<file path="src/rtl/core/sps_pkg.sv">
`timescale 1ns / 1ps
package sps_pkg;
  localparam int TableDepth = 16;
  localparam int MaxResults = 16;
  localparam logic [15:0] FIRST_ID = 16'd100;
  localparam logic [2:0] PRIO_MAX = 3'd4;
  localparam logic [20:0] FINISH_MAX = 21'h1FFFFF;

  typedef enum logic [2:0] {
    OP_INSERT = 3'd0,
    OP_LOOKUP = 3'd1,
    OP_ALTER  = 3'd2,
    OP_REMOVE = 3'd3,
    OP_CLEAR  = 3'd4,
    OP_RUN    = 3'd5
  } op_t;

  typedef enum logic [1:0] {
    ST_OK = 2'd0,
    ST_FULL = 2'd1,
    ST_NOTFOUND = 2'd2,
    ST_EMPTY = 2'd3
  } status_t;

  typedef enum logic [3:0] {
    S_IDLE,
    S_SEARCH,
    S_SEARCH_CHK,
    S_SHIFT_RD,
    S_SHIFT_WR,
    S_SORT_RD_I,
    S_SORT_RD_J,
    S_SORT_CMP,
    S_SORT_WR_J,
    S_EMIT_RD,
    S_EMIT_LATCH,
    S_OUT
  } state_t;

  typedef struct packed {
    logic [15:0] id;
    logic [2:0] prio;
    logic [15:0] cpu;
    logic [15:0] io;
  } entry_t;

  function automatic logic [2:0] clamp_prio(input logic [2:0] p);
    return (p > PRIO_MAX) ? PRIO_MAX : p;
  endfunction
endpackage

</file>
<file path="src/rtl/core/static_priority_process_scheduler_unit.sv">
`timescale 1ns / 1ps
// Insert and clear reply directly; lookup, alter and remove scan the entries one by one
// (remove then shifts the later entries down); run sorts by exchange passes of compares
// and swaps, then emits one beat per sorted entry.
// Throughput: one item at a time; in_ready stays low until its last beat has left.
// Single-port store with registered read data. Reset: table empty, next id 100.
module static_priority_process_scheduler_unit #(
  parameter int TABLE_DEPTH = sps_pkg::TableDepth
) (
  input  logic        clk,
  input  logic        rst_n,
  input  logic        in_valid,
  output logic        in_ready,
  input  logic [2:0]  in_opcode,
  input  logic [15:0] in_target_id,
  input  logic [2:0]  in_prio_in,
  input  logic [15:0] in_cpu_in,
  input  logic [15:0] in_io_in,
  output logic        out_valid,
  input  logic        out_ready,
  output logic [1:0]  out_status,
  output logic [15:0] out_proc_id,
  output logic [2:0]  out_prio_out,
  output logic [15:0] out_cpu_out,
  output logic [15:0] out_io_out,
  output logic [20:0] out_finish_time,
  output logic        out_last
);
  localparam int AW = (TABLE_DEPTH > 1) ? $clog2(TABLE_DEPTH) : 1;
  localparam int CW = $clog2(TABLE_DEPTH + 1);
  localparam int EMIT_N = (TABLE_DEPTH < sps_pkg::MaxResults) ? TABLE_DEPTH
                                                              : sps_pkg::MaxResults;

  // single-port table, registered read
  sps_pkg::entry_t mem [TABLE_DEPTH];
  sps_pkg::entry_t rd_r;
  logic            we;
  logic [AW-1:0]   waddr, raddr;
  sps_pkg::entry_t wdata;

  always_ff @(posedge clk) begin
    if (we) mem[waddr] <= wdata;
    rd_r <= mem[raddr];
  end

  sps_pkg::state_t state_r, state_nxt;
  logic [CW-1:0] count_r, count_nxt;
  logic [15:0]   next_id_r, next_id_nxt;
  logic [CW-1:0] i_r, i_nxt, j_r, j_nxt;   // loop indices, wide enough to hold the count
  sps_pkg::op_t  op_r, op_nxt;
  logic [15:0]   tid_r, tid_nxt;
  logic [2:0]    prio_r, prio_nxt;
  logic [15:0]   cpu_r, cpu_nxt, io_r, io_nxt;
  sps_pkg::entry_t ei_r, ei_nxt;          // held copy of entry i during sort
  logic [20:0]   acc_r, acc_nxt;
  logic [1:0]    ost_r, ost_nxt;
  sps_pkg::entry_t oe_r, oe_nxt;
  logic [20:0]   ofin_r, ofin_nxt;
  logic          olast_r, olast_nxt;
  logic          ovalid_r, ovalid_nxt;
  logic [CW-1:0] emit_n;
  logic [21:0]   sum;

  // a new command waits until the previous reply beat has left
  assign in_ready        = (state_r == sps_pkg::S_IDLE) && !ovalid_r;
  assign out_valid       = ovalid_r;
  assign out_status      = ost_r;
  assign out_proc_id     = oe_r.id;
  assign out_prio_out    = oe_r.prio;
  assign out_cpu_out     = oe_r.cpu;
  assign out_io_out      = oe_r.io;
  assign out_finish_time = ofin_r;
  assign out_last        = olast_r;

  assign emit_n = (count_r > CW'(EMIT_N)) ? CW'(EMIT_N) : count_r;
  assign sum = {1'b0, acc_r} + 22'(rd_r.cpu) + 22'(rd_r.io);

  always_ff @(posedge clk) begin
    if (!rst_n) begin
      state_r   <= sps_pkg::S_IDLE;
      count_r   <= '0;
      next_id_r <= sps_pkg::FIRST_ID;
      ovalid_r  <= 1'b0;
    end else begin
      state_r   <= state_nxt;
      count_r   <= count_nxt;
      next_id_r <= next_id_nxt;
      ovalid_r  <= ovalid_nxt;
    end
    i_r <= i_nxt; j_r <= j_nxt; op_r <= op_nxt; tid_r <= tid_nxt;
    prio_r <= prio_nxt; cpu_r <= cpu_nxt; io_r <= io_nxt; ei_r <= ei_nxt;
    acc_r <= acc_nxt; ost_r <= ost_nxt; oe_r <= oe_nxt; ofin_r <= ofin_nxt;
    olast_r <= olast_nxt;
  end

  always_comb begin
    state_nxt = state_r; count_nxt = count_r; next_id_nxt = next_id_r;
    ovalid_nxt = ovalid_r; i_nxt = i_r; j_nxt = j_r; op_nxt = op_r;
    tid_nxt = tid_r; prio_nxt = prio_r; cpu_nxt = cpu_r; io_nxt = io_r;
    ei_nxt = ei_r; acc_nxt = acc_r; ost_nxt = ost_r; oe_nxt = oe_r;
    ofin_nxt = ofin_r; olast_nxt = olast_r;
    we = 1'b0; waddr = '0; wdata = '0; raddr = '0;
    if (ovalid_r && out_ready) ovalid_nxt = 1'b0;

    case (state_r)
      sps_pkg::S_IDLE: begin
        if (in_valid && !ovalid_r) begin
          op_nxt   = sps_pkg::op_t'(in_opcode);
          tid_nxt  = in_target_id;
          prio_nxt = sps_pkg::clamp_prio(in_prio_in);
          cpu_nxt  = in_cpu_in;
          io_nxt   = in_io_in;
          i_nxt    = '0;
          oe_nxt   = '0; ofin_nxt = '0; olast_nxt = 1'b1; ost_nxt = sps_pkg::ST_OK;
          case (in_opcode)
            sps_pkg::OP_INSERT: begin
              if (count_r >= CW'(TABLE_DEPTH)) begin
                ost_nxt = sps_pkg::ST_FULL;
              end else begin
                we = 1'b1; waddr = count_r[AW-1:0];
                wdata = '{next_id_r, sps_pkg::clamp_prio(in_prio_in), in_cpu_in, in_io_in};
                oe_nxt = wdata;
                count_nxt = count_r + 1'b1;
                next_id_nxt = next_id_r + 16'd1;
              end
              state_nxt = sps_pkg::S_OUT;
            end
            sps_pkg::OP_LOOKUP, sps_pkg::OP_ALTER, sps_pkg::OP_REMOVE:
              state_nxt = sps_pkg::S_SEARCH;
            sps_pkg::OP_CLEAR: begin
              count_nxt = '0;
              state_nxt = sps_pkg::S_OUT;
            end
            sps_pkg::OP_RUN: begin
              acc_nxt = '0;
              if (count_r == '0) begin
                ost_nxt = sps_pkg::ST_EMPTY;
                state_nxt = sps_pkg::S_OUT;
              end else if (count_r == CW'(1)) begin
                state_nxt = sps_pkg::S_EMIT_RD;
              end else begin
                state_nxt = sps_pkg::S_SORT_RD_I;
              end
            end
            default: ;
          endcase
        end
      end

      // linear scan for the first entry whose id matches
      sps_pkg::S_SEARCH: begin
        if (i_r >= count_r) begin
          ost_nxt = sps_pkg::ST_NOTFOUND;
          state_nxt = sps_pkg::S_OUT;
        end else begin
          raddr = i_r[AW-1:0];
          state_nxt = sps_pkg::S_SEARCH_CHK;
        end
      end
      sps_pkg::S_SEARCH_CHK: begin
        if (rd_r.id == tid_r) begin
          oe_nxt = rd_r;
          case (op_r)
            sps_pkg::OP_ALTER: begin
              oe_nxt = '{rd_r.id, prio_r, cpu_r, io_r};
              we = 1'b1; waddr = i_r[AW-1:0]; wdata = oe_nxt;
              state_nxt = sps_pkg::S_OUT;
            end
            sps_pkg::OP_REMOVE: state_nxt = sps_pkg::S_SHIFT_RD;
            default: state_nxt = sps_pkg::S_OUT;
          endcase
        end else begin
          i_nxt = i_r + 1'b1;
          state_nxt = sps_pkg::S_SEARCH;
        end
      end

      // move later entries down one slot
      sps_pkg::S_SHIFT_RD: begin
        if (i_r + 1'b1 >= count_r) begin
          count_nxt = count_r - 1'b1;
          state_nxt = sps_pkg::S_OUT;
        end else begin
          raddr = AW'(i_r + 1'b1);
          state_nxt = sps_pkg::S_SHIFT_WR;
        end
      end
      sps_pkg::S_SHIFT_WR: begin
        we = 1'b1; waddr = i_r[AW-1:0]; wdata = rd_r;
        i_nxt = i_r + 1'b1;
        state_nxt = sps_pkg::S_SHIFT_RD;
      end

      // exchange sort: entry i held in ei_r, j walks above it
      sps_pkg::S_SORT_RD_I: begin
        raddr = i_r[AW-1:0];
        j_nxt = i_r + 1'b1;
        state_nxt = sps_pkg::S_SORT_RD_J;
      end
      sps_pkg::S_SORT_RD_J: begin
        if (j_r == i_r + 1'b1) ei_nxt = rd_r;
        raddr = j_r[AW-1:0];
        state_nxt = sps_pkg::S_SORT_CMP;
      end
      sps_pkg::S_SORT_CMP: begin
        if (ei_r.prio > rd_r.prio) begin
          we = 1'b1; waddr = i_r[AW-1:0]; wdata = rd_r;
          oe_nxt = rd_r;   // output regs idle during sort, park new entry i there
          state_nxt = sps_pkg::S_SORT_WR_J;
        end else if (j_r + 1'b1 < count_r) begin
          j_nxt = j_r + 1'b1;
          state_nxt = sps_pkg::S_SORT_RD_J;
        end else if (i_r + 2'd2 < count_r) begin
          i_nxt = i_r + 1'b1;
          state_nxt = sps_pkg::S_SORT_RD_I;
        end else begin
          i_nxt = '0;
          state_nxt = sps_pkg::S_EMIT_RD;
        end
      end
      sps_pkg::S_SORT_WR_J: begin
        we = 1'b1; waddr = j_r[AW-1:0]; wdata = ei_r;   // ei_r still old entry i
        ei_nxt = oe_r;                                   // oe_r holds new entry i
        if (j_r + 1'b1 < count_r) begin
          j_nxt = j_r + 1'b1;
          state_nxt = sps_pkg::S_SORT_RD_J;
        end else if (i_r + 2'd2 < count_r) begin
          i_nxt = i_r + 1'b1;
          state_nxt = sps_pkg::S_SORT_RD_I;
        end else begin
          i_nxt = '0;
          state_nxt = sps_pkg::S_EMIT_RD;
        end
      end

      // emit sorted entries with running finish time
      sps_pkg::S_EMIT_RD: begin
        if (!ovalid_nxt) begin
          raddr = i_r[AW-1:0];
          state_nxt = sps_pkg::S_EMIT_LATCH;
        end
      end
      sps_pkg::S_EMIT_LATCH: begin
        oe_nxt = rd_r;
        ost_nxt = sps_pkg::ST_OK;
        acc_nxt = sum[21] ? sps_pkg::FINISH_MAX : sum[20:0];
        ofin_nxt = acc_nxt;
        olast_nxt = (i_r + 1'b1 == emit_n);
        ovalid_nxt = 1'b1;
        i_nxt = i_r + 1'b1;
        state_nxt = olast_nxt ? sps_pkg::S_IDLE : sps_pkg::S_EMIT_RD;
      end

      sps_pkg::S_OUT: begin
        if (!ovalid_nxt) begin
          ovalid_nxt = 1'b1;
          state_nxt = sps_pkg::S_IDLE;
        end
      end
      default: state_nxt = sps_pkg::S_IDLE;
    endcase
  end
endmodule
</file>
<file path="config.mk">
export PLATFORM = sky130hd
export DESIGN_NAME = static_priority_process_scheduler_unit
export DESIGN_NICKNAME = d
export VERILOG_FILES = /design/src/rtl/core/sps_pkg.sv /design/src/rtl/core/static_priority_process_scheduler_unit.sv
export SDC_FILE = /design/constraint.sdc
export NUM_CORES = 2
export LEC_CHECK = 0
export BUFFER_PORTS_ARGS = -buffer_cell sky130_fd_sc_hd__clkbuf_2
export CAP_MARGIN = 15
export CORE_ASPECT_RATIO = 2
export CORE_MARGIN = 2
export CORE_UTILIZATION = 44
export CTS_BUF_LIST = sky130_fd_sc_hd__clkbuf_8 sky130_fd_sc_hd__clkbuf_16
export CTS_CLUSTER_SIZE = 30
export DETAILED_ROUTE_END_ITERATION = 8
export PLACE_DENSITY_LB_ADDON = 0.15
export SYNTH_ARGS = -nofsm -noshare
export SYNTH_HDL_FRONTEND = slang
export SYNTH_SLANG_ARGS = --single-unit
export TNS_END_PERCENT = 30
</file>
<file path="constraint.sdc">
create_clock -name clk -period 9.9 [get_ports clk]
set_input_delay 0 -clock clk [delete_from_list [all_inputs] [get_ports clk]]
set_output_delay 0 -clock clk [all_outputs]
set_load 0.05 [all_outputs]
</file>
==> impl_metrics.csv <==
group,metric,value,unit
cts,cts_buffers,94,
grt,grt_max_degree,176,
floorplan,die_x,231,µm
placement,pre_cts_ws,3770,ps
yosys,ys_ff_latch,1104,
setup_path,rr_endpoint,"rd_r[47]",
timing,slew_violations,0,
placement,placedCellCount,4483,
yosys,synth_fp_nets,3274,
cts,clock-sinks,1104,
worst_hold_path,min_from,"in_target_id[0]",
cts,worstSkewPairLatency,700,ps
timing,period_share,0.637,
route,avgViaCountPerCell,6.08,
power,power_density,306,nW/µm²
timing,setup_ws,3590,ps
power,power.share.sequential,0.430,
floorplan,ios,135,
floorplan,core_area,102000,µm²
floorplan,die_h,459,µm
worst_hold_path,min_to,"tid_r[0]",
timing,finalSetupTns,0,ps
power,p_int,0.00991,W
timing,rsz0062_at_grt,"no",
power,power_leakage,19.2,nW
cts,cts.hold.buffers_added,61,
setup_path,arrival,6870,ps
setup_path,critPathLaunch,"i_r[2]",
setup_path,worst_setup_path_start_kind,"flop",
yosys,ys_types,74,
cts,cts_tree,"done",
run_status,status,"complete, no violations",
setup_path,worstPathRequired,10460,ps
setup_path,ff2ff_path_depth,16,
grt,grt_use_total,0.243,
power,switchingPower,0.00583,W
cts,clk_pin_slew,70,ps
yosys,netlist_area,45500,µm²
route,drc,0,
timing,clock_skew,30.8,ps
route,finalWirelength,130,mm
finish,fillers,8554,
finish,n_antenna_cell,0,
power,peakVddDrop,0.173,mV
power,power_frac_comb,0.325,
placement,dp_hpwl,73.7,mm
yosys,yosysSeqAreaShare,0.712,
timing,fmax,158,MHz
timing,final-hold-violation-count,0,
cts,cts_setup_buffers,0,
timing,whs,44.3,ps
finish,syn_to_final_growth,13.1,%
setup_path,r2r-start,"i_r[2]",
cts,ctsLongestPathBuffers,3,
worst_hold_path,worstHoldPathType,"input port to flop",
power,pwr-share-clk,0.245,
finish,nets,3415,
placement,place.gp.congestion,0.933,
finish,instances_no_fill,4720,
route,drt-initial-drc-count,3042,
power,total_power,0.0157,W
grt,grt_pass1_vias,29100,
yosys,synth-main-ff-cell,"edfxtp_1",
cts,cts-root-buf,"clkbuf_16",
timing,min_period,6310,ps
cts,cts-htree-levels,3,
yosys,synth_cells,3155,
route,wl_per_cell,27.5,µm
timing,max_slew.worst_pin.slew,1260,ps
yosys,syn_area_per_cell,14.4,µm²
timing,max-slew-margin-rel,0.160,
grt,grt_remaining_overflow,0,
yosys,async_flop_share,0,
cts,cts_resized,0,
setup_path,crit_type,"flop to flop",
setup_path,reg2reg_slack,3590,ps
setup_path,critPathMaxFanout,53,
floorplan,dieArea,106000,µm²
timing,setup_viol,0,
route,num_vias,28700,
finish,drive_gt1_frac,0.114,
grt,antenna_found_initial,0,
run,max_cap_violations,0,
yosys,synth_edf_count,1027,
grt,grt_pass1_wl,191,mm
floorplan,start_util,0.444,
yosys,ys_warn_count,0,
route,firstDrtPassIters,8,
setup_path,end_kind,"flop",
power,swShare,0.370,
route,postRouteAntennaNets,0,
placement,io_buffers,134,
floorplan,fp-row-count,166,
worst_hold_path,holdPathStages,2,
==> power by group through the flow <==
stage               Combinational, W  Sequential [W]  Clock (W)
global route                 0.00555         0.00681    0.00408
detailed placement           0.00508         0.00685          0
floorplan                    0.00313         0.00707          0
CTS                          0.00512         0.00675    0.00392
finish                       0.00511         0.00677    0.00386
global placement             0.00496         0.00683          0
==> worst max-delay path: stages (launching register included) <==
cell and delay (ps):
edfxtp_1 540, ha_1 280, nand2_1 80, xor2_1 430, inv_1 170, ha_1 330
nor3_1 50, o21ai_0 230, o41ai_2 190, a22oi_2 210, buf_4 670, and2_4 580
buf_4 610, buf_4 650, mux2i_1 270, a221oi_1 120, or4_1 540
==> flip-flops by register name, indices dropped and copies added (netlist names), 16 cells and up <==
register	flops
mem	816
out_proc_id	16
next_id_r	16
out_finish_time	21
ei_r	51
rd_r	51
out_io_out	16
out_cpu_out	16
io_r	16
tid_r	16
acc_r	21
cpu_r	16
==> cells by family (layout without fill, tap and decap cells) <==
logic type | Yosys count | after routing | share of synthesized area
buffers and inverters | 274 | 495 | 0.0261
and+or+nand+nor | 811 | 811 | 0.0815
xor gates and xnor gates | 58 | 58 | 0.0112
muxes | 209 | 209 | 0.0461
AOI/OAI and AO/OA | 638 | 638 | 0.103
adders and majority gates | 61 | 61 | 0.0196
DFF | 1104 | 1104 | 0.712
==> cells in the final DEF, fill, tap and decap left out, types with 53 or more instances in the layout <==
cell type / n
a211oi_1: 55
a21oi_1: 166
a221oi_1: 103
a222oi_1: 68
and3_1: 59
buf_4: 53
clkbuf_16: 98
clkbuf_2: 134
dfxtp_1: 77
dlygate4sd3_1: 61
edfxtp_1: 1027
inv_1: 81
mux2i_1: 205
nand2_1: 491
nor2_1: 53
o22ai_1: 55
==> synthesized netlist by cell type, drive strengths merged, types with 7 or more instances <==
master / n / area [µm²]
a311oi: 52 / 455
nand3: 35 / 175
nor3: 11 / 55.1
a21boi: 7 / 52.6
ha: 44 / 551
nor2b: 20 / 125
buf: 54 / 360
nand2b: 14 / 87.6
a32oi: 11 / 96.3
and3: 60 / 375
or4: 51 / 383
and2: 19 / 119
o21ai: 45 / 229
nor2: 70 / 263
xor2: 17 / 149
inv: 66 / 248
a221o: 11 / 110
a222oi: 68 / 681
nand2: 494 / 1850
nand4: 12 / 75.1
a32o: 10 / 100
a221oi: 103 / 902
xnor2: 41 / 359
a21o: 7 / 52.6
o22ai: 55 / 344
dfxtp: 77 / 1540
edfxtp: 1027 / 30800
a211oi: 55 / 413
fa: 17 / 340
clkbuf: 154 / 578
a21oi: 168 / 841
mux2i: 205 / 2050
==> final cells by class <==
cell class	count	area [µm²]	share of cell area
multi-input combinational	1777	12100	0.236
timing repair buffer	253	1760	0.0343
sequential	1104	32400	0.630
tap	1344	1680	0.0327
inverter	66	248	0.00482
clock buffer	110	2620	0.0509
clock inverter	66	592	0.0115
==> per-stage QoR <==
| stage | utilization | cell area [µm²] |
|---|---|---|
| after floorplan | - | 45500 |
| after global placement | 0.465 | 47600 |
| after detailed placement | 0.465 | 47600 |
| after CTS | 0.502 | 51400 |
| after global routing | 0.502 | 51400 |
| final | 0.502 | 51400 |
==> routing by layer <==
layer,up-vias,GRT usage,part of all wire
met5,-,0,0
met4,0,0.0874,0.031
met3,228,0.0322,0.064
met2,1190,0.429,0.51
met1,14700,0.304,0.39
li1,12600,-,-
==> how the worst max path moves through the flow <==
| stage | cells past startpoint | endpoint |
|---|---|---|
| 3_3_place_gp | 16 | rd_r[38] |
| 3_5_place_dp | 16 | rd_r[47] |
| 5_1_grt | 16 | rd_r[34] |
| 4_1_cts | 16 | rd_r[47] |
| 6_report | 16 | rd_r[47] |
| 2_1_floorplan | 5 | ei_r[0] |
Power figures use the tool's default switching activity.
